**src/rtl/core/ils_pkg.sv**
```systemverilog
package ils_pkg;

	localparam int CAPACITY_DEF = 64;
	localparam int OP_W = 3;
	localparam int POS_W = 7;
	localparam int DATA_W = 32;
	localparam int LEN_W = 7;

	typedef enum logic [OP_W-1:0] {
		OP_GET      = 3'd0,
		OP_ADD_HEAD = 3'd1,
		OP_ADD_TAIL = 3'd2,
		OP_ADD_AT   = 3'd3,
		OP_DEL      = 3'd4
	} op_t;

	typedef enum logic [1:0] {
		ST_DONE     = 2'd0,
		ST_RANGE    = 2'd1,
		ST_FULL     = 2'd2,
		ST_NOTFOUND = 2'd3
	} status_t;

	// broadcast to every cell of the row
	typedef struct packed {
		logic              ins;
		logic              del;
		logic [DATA_W-1:0] value;
	} cell_ctl_t;

endpackage

```
**src/rtl/core/ils_cell.sv**
```systemverilog
module ils_cell #(
	parameter int IDX = 0,
	parameter int PW = 7
) (
	input  logic                          clk,
	input  ils_pkg::cell_ctl_t            ctl,
	input  logic [PW-1:0]                 pos,
	input  logic [ils_pkg::DATA_W-1:0]    left,
	input  logic [ils_pkg::DATA_W-1:0]    right,
	output logic [ils_pkg::DATA_W-1:0]    q,
	output logic [ils_pkg::DATA_W-1:0]    hit
);

	logic [PW-1:0]              idx;
	logic [ils_pkg::DATA_W-1:0] data_q;
	logic                       at_pos;
	logic                       past_pos;

	assign idx      = PW'(IDX);
	assign at_pos   = (idx == pos);
	assign past_pos = (idx > pos);

	always_ff @(posedge clk) begin
		if (ctl.ins) begin
			if (at_pos) begin
				data_q <= ctl.value;
			end else if (past_pos) begin
				data_q <= left;
			end
		end else if (ctl.del && (at_pos || past_pos)) begin
			data_q <= right;
		end
	end

	assign q   = data_q;
	assign hit = at_pos ? data_q : '0;

endmodule

```
**config.mk**
```make
export PLATFORM = sky130hd
export DESIGN_NAME = ils_cell
export DESIGN_NICKNAME = d
export VERILOG_FILES = /design/src/rtl/core/ils_pkg.sv /design/src/rtl/core/ils_cell.sv
export SDC_FILE = /design/constraint.sdc
export NUM_CORES = 1
export LEC_CHECK = 0
export BUFFER_PORTS_ARGS = -buffer_cell sky130_fd_sc_hd__buf_4
export CORE_MARGIN = 3
export CORE_UTILIZATION = 25
export DETAILED_ROUTE_END_ITERATION = 16
export GPL_ROUTABILITY_DRIVEN = 0
export GPL_TIMING_DRIVEN = 0
export PLACE_DENSITY_LB_ADDON = 0.2
export SLEW_MARGIN = 20
export SYNTH_ARGS = -nofsm -noshare
export SYNTH_HDL_FRONTEND = slang
export SYNTH_SLANG_ARGS = --single-unit
```
**constraint.sdc**
```tcl
create_clock -name clk -period 3.1 [get_ports clk]
set_clock_uncertainty 0.15 [all_clocks]
set_input_delay 0.465 -clock clk [delete_from_list [all_inputs] [get_ports clk]]
set_output_delay 0.465 -clock clk [all_outputs]
set_load 0.02 [all_outputs]
```
==> run metrics, run 1 <==
status finished clean; total grt overflow 0; most used cell, CP buf_4; vias in the first global route 2,545; DR vias/cell 4.90; fin cells 505; max FFs per register 32; Max Clk Rate 0.376 GHz; worst-path fanout max 10; DRC Markers 0; leakage power 0.00174 uW; Power Density 280 nW/um^2; HP Class primary input to flop; clock share of power 30.1%; synthesized flop and latch total 32; gate count of the mapped netlist 224; # resized after CTS 0; # clock sinks 32; I/O Buffers 168; die area 9700 um^2; Worst setup EP type output pin; syn_area_per_cell 9.55 um^2; fillers 856; Net Switching 253 uW; max cap viols 0; die height 98.5 um; Fin Setup TNS 0 ns; clock transition at the registers of the reported paths 0.07 ns; sequential cell area fraction in the yosys report 44.9%; largest net degree at the start of global routing 18; total of warnings raised by yosys 0; Synthesized Nets 330; Final period util 85.7%; Row Count 33; most frequent cells after synthesis and3_1, edfxtp_1, a21oi_1, and2_1, nand2_1; CTS tree yes; Worst Path Buf+Inv 3; Top Ports 170; ys async rst share 0%; post-route ant nets 0; mapped cell area 2140 um^2; CTS H-Tree Depth 2; cells taking the most area after synthesis edfxtp_1, a221o_1, and3_1; Bufs on Longest Clock Path 2; EDFF count, synth 32; minimum clock period 2.66 ns; Detail Placement HPWL 6710 um; Slew Limit Fails 0; startpoint types primary input; starting density of the core 25.9%; Critical Setup Path Class primary input to output pin; Die Wd 98.5 um; hold-fix buffer count after cts 0; initial antenna violation count 0; Synth Flop Type edfxtp_1; Gate power share 22.5%; Max stage delay cell, worst path nor4_4; share of layout cells above drive strength 1 47.8%; worst relative slew slack 50.5%; Crit path required time 2.48 ns; Least-Margin Pin Slew 0.739 ns; Global Route Usage Sum 17.1%; Top delay family on crit path simple AND/OR/NAND/NOR gates; DRT Pass-1 Iters 4; Area Growth Syn to Fin 70.0%; postcts setup bufs 0; cts bufs inserted 5; NumNets Final 506; clock root buffer clkbuf_8; # setup viols final 0; 1st-iter DRT viols 112; first-pass GRT wire length 13,100 um; Antenna Cells 0; Unique masters post-synth 23; WP data arrival 2.04 ns; CP max stage delay 0.67 ns; WL/cell 17.2 um; worst path cell trace buf_4, nor4_4, clkbuf_1, and3_1, buf_4; area leader, netlist edfxtp_1; Yosys top cell area share 44.9%; highest ir drop seen on vdd 0.149 mV; Fin. Hold Viols 0; Placed Cells 498; RSZ-0062 raised after global routing no; switching fraction of total power 24.9%; core box area 8260 um^2; internal power 765 uW; via count of the routed design 2,476; sequential power share 47.5%; routed wire length 8700 um
worst paths after layout:
kind              startpoint         endpoint  cells past startpoint
setup / recovery      pos[4]          hit[14]                      5
hold / removal     right[30]  q[30]$_DFFE_PP_                      2
per-stage QoR:
| step | hold WS [ns] | instance area, um^2 | total power (uW) | setup WS (ns) | utilization (%) |
|---|---|---|---|---|---|
| final | 0.330 | 3640 | 1020 | 0.442 | 44.0 |
| after global routing | 0.331 | 3640 | 1070 | 0.334 | 44.0 |
| after CTS | 0.325 | 3640 | 1030 | 0.447 | 44.0 |
| after detailed placement | 0.626 | 3560 | 722 | 0.319 | 43.1 |
| after global placement | 0.621 | 3530 | 717 | -0.270 | 42.8 |
| after floorplan | 0.530 | 2140 | 586 | 0.360 | - |
per-layer routing:
layer	routed length, um	GRT usage [%]	vias up
met3	669	3.40	9
li1	-	-	1199
met1	3370	20.1	1155
met2	4560	31.3	113
met5	0	0	-
met4	97	5.46	0
final cells by class:
| class | count | area [um^2] | area share [%] |
|---|---|---|---|
| plain buffers | 25 | 133 | 3.65 |
| clock buffers | 5 | 68.8 | 1.89 |
| clock inverters | 2 | 7.51 | 0.206 |
| inverters | 1 | 3.75 | 0.103 |
| multi-input cells | 166 | 1040 | 28.7 |
| flip-flops and latches | 32 | 961 | 26.4 |
| well taps | 105 | 131 | 3.61 |
| repair buffers | 169 | 1290 | 35.4 |
power groups by stage:
stage	Combinational (uW)	Clock (uW)	Sequential, uW
after floorplan	91.1	0	495
after global placement	224	0	492
after detailed placement	229	0	492
after CTS	230	316	483
after global routing	250	335	483
final	229	306	483
kinds of logic (layout without fill, tap and decap cells):
group	Yosys count	in the layout	synth area share, %
buffers and inverters	26	202	6.37
AO/OA/AOI/OAI	67	67	22.1
flip-flops	32	32	44.9
AND/OR/NAND/NOR	99	99	26.6
layout by cell type, fill, tap and decap left out:
| master | instances |
|---|---|
| a21oi_1 | 26 |
| a221o_1 | 20 |
| a221o_2 | 4 |
| a31oi_1 | 8 |
| and2_1 | 24 |
| and3_1 | 32 |
| buf_16 | 1 |
| buf_2 | 4 |
| buf_4 | 169 |
| buf_6 | 1 |
| buf_8 | 2 |
| clkbuf_1 | 17 |
| clkbuf_8 | 5 |
| clkinv_1 | 3 |
| edfxtp_1 | 32 |
| nand2_1 | 24 |
| nand3_1 | 6 |
| nor2_1 | 8 |
| nor2_8 | 1 |
| nor3_2 | 1 |
| nor4_4 | 1 |
| o21a_2 | 1 |
| o21ai_0 | 8 |
| or3_1 | 1 |
| or4_4 | 1 |
Note: power is estimated with default switching activity, not from simulation.
==> inputs of run 2 (changes only) <==
--- a/config.mk
+++ b/config.mk
@@ -11,7 +11,7 @@
 export DETAILED_ROUTE_END_ITERATION = 16
 export GPL_ROUTABILITY_DRIVEN = 0
 export GPL_TIMING_DRIVEN = 0
-export PLACE_DENSITY_LB_ADDON = 0.2
+export PLACE_DENSITY_LB_ADDON = 0.3
 export SLEW_MARGIN = 20
 export SYNTH_ARGS = -nofsm -noshare
 export SYNTH_HDL_FRONTEND = slang
==> run 2 against run 1 <==
Effect of this change:
- die area stayed put
- combinational power is essentially flat
- cell count is the same
- largest cell class unchanged
- clock power hardly changed
- worst setup slack improved by 0.094 ns
- sequential cell count unchanged
- sequential share of layout area about the same
==> run metrics, run 2 (synthesis results as in run 1) <==
min-delay src right[15]; gr busiest metal met2; status finished clean; Detail Placement HPWL 6730 um (+0.29%); minimum clock period 2.56 ns (-0.0941 ns); fin cells 505 (unchanged); worst-path fanout max 10 (unchanged); most frequent cells in the layout buf_4, and3_1, edfxtp_1; Worst setup EP type output pin; highest ir drop seen on vdd 0.119 mV (-20%); core box area 8260 um^2 (unchanged); WP data arrival 1.95 ns (-0.09 ns); vias in the first global route 2,520 (-0.98%); clock root buffer clkbuf_8; Crit. Startpoint pos[3]; largest net degree at the start of global routing 18 (unchanged); startpoint types primary input; Antenna Cells 0 (unchanged); leading cell type in the layout, fill and taps excluded buf_4; worst relative slew slack 54.9% (+4.4 points); GRT met3 Usage 3.54% (+0.14 points); Max stage delay cell, worst path nor3_2; worst path cell trace buf_4, nor3_2, clkbuf_1, and3_1, buf_4; RSZ-0062 raised after global routing no; HP Class primary input to flop; Final period util 82.7% (-3.0 points); Top Ports 170 (unchanged); max FFs per register 32 (unchanged); routing usage on met2 30.8% (-0.47 points); Pwr Total 1020 uW (+0.26%); Bufs on Longest Clock Path 2 (unchanged); WL/cell 16.6 um (-3.7%); leakage power 0.00174 uW (+0.11%); CTS H-Tree Depth 2 (unchanged); Global Route Usage Sum 16.9% (-0.27 points); # clock sinks 32 (unchanged); starting density of the core 25.9% (unchanged); first-pass GRT wire length 13,000 um (-0.90%); die height 98.5 um (unchanged); Gate power share 22.4% (about the same); # setup viols final 0 (unchanged); hold-fix buffer count after cts 0 (unchanged); Area Growth Syn to Fin 70.1% (about the same); DRC Markers 0 (unchanged); 1st-iter DRT viols 84 (-25%); met1 Usage GRT 20.1% (+0.026 points); die area 9700 um^2 (unchanged); Placement Setup Slack 0.349 ns (+0.0294 ns); CP max stage delay 0.57 ns (-0.10 ns); I/O Buffers 168 (unchanged); most used cell, CP buf_4; sequential power share 47.3% (-0.2 points); clock transition at the registers of the reported paths 0.07 ns (about the same); CTS tree yes; postcts setup bufs 0 (unchanged); clock share of power 30.2% (about the same); Critical Setup Path Class primary input to output pin; routed wire length 8380 um (-3.7%); Max Clk Rate 0.390 GHz (+3.7%); total grt overflow 0 (unchanged); switching fraction of total power 24.6% (-0.23 points); max cap viols 0 (unchanged); Placed Cells 498 (unchanged); DR vias/cell 4.89 (-0.20%); Fin. Hold Viols 0 (unchanged); DRT Pass-1 Iters 5 (+1); Die Wd 98.5 um (unchanged); Row Count 33 (unchanged); post-route ant nets 0 (unchanged); share of layout cells above drive strength 1 48.0% (+0.25 points); Power Density 280 nW/um^2 (+0.23%); cts bufs inserted 5 (unchanged); Net Switching 251 uW (-0.68%); WHS Path Cells 2 (unchanged); via count of the routed design 2,471 (-0.20%); fin worst setup slack 0.536 ns (+0.0941 ns); # resized after CTS 0 (unchanged); Crit path required time 2.48 ns (about the same); Least-Margin Pin Slew 0.673 ns (-0.0654 ns); initial antenna violation count 0 (unchanged); Slew Limit Fails 0 (unchanged); NumNets Final 506 (unchanged); internal power 769 uW (+0.57%)
-- run 2: power by group through the flow --
stage                     Sequential [uW]  Combinational, uW  Clock [uW]
final                                 483                229         309
after global routing                  483                253         340
after CTS                             483                230         318
after detailed placement              492                229           0
after global placement                492                225           0
after floorplan                       495               91.1           0
-- run 2: path summary, 6_finish.rpt --
| path | slack [ns] | end |
|---|---|---|
| setup / recovery | 0.54 | hit[31] |
| hold / removal | 0.34 | q[15]$_DFFE_PP_ |
-- run 2: routing by layer --
| layer | vias to the layer above | part of all wire (%) |
|---|---|---|
| met3 | 8 | 7.5 |
| li1 | 1201 | - |
| met2 | 111 | 52 |
| met5 | - | 0 |
| met1 | 1151 | 39 |
| met4 | 0 | 1.2 |
-- run 2: final cells by class --
class	instances	area, um^2
well taps	105	131
flip-flops and latches	32	961
multi-input cells	166	1040
clock inverters	1	5.00
repair buffers	169	1290
plain buffers	25	133
fillers	857	4620
clock buffers	6	72.6
inverters	1	3.75
-- run 2: stage by stage --
stage,instance area [um^2],hold WS [ns],util (%),setup TNS [ns]
after CTS,3640,0.325,44.1,0
after detailed placement,3560,0.623,43.1,0
after floorplan,2140,0.530,-,0
final,3640,0.337,44.1,0
after global placement,3530,0.622,42.8,-8.04
after global routing,3640,0.328,44.1,0
-- run 2: critical path: cells and delay by family --
family                 cells  cell delay [ns]
buffers and inverters      3             0.67
and+or+nand+nor            2             0.80
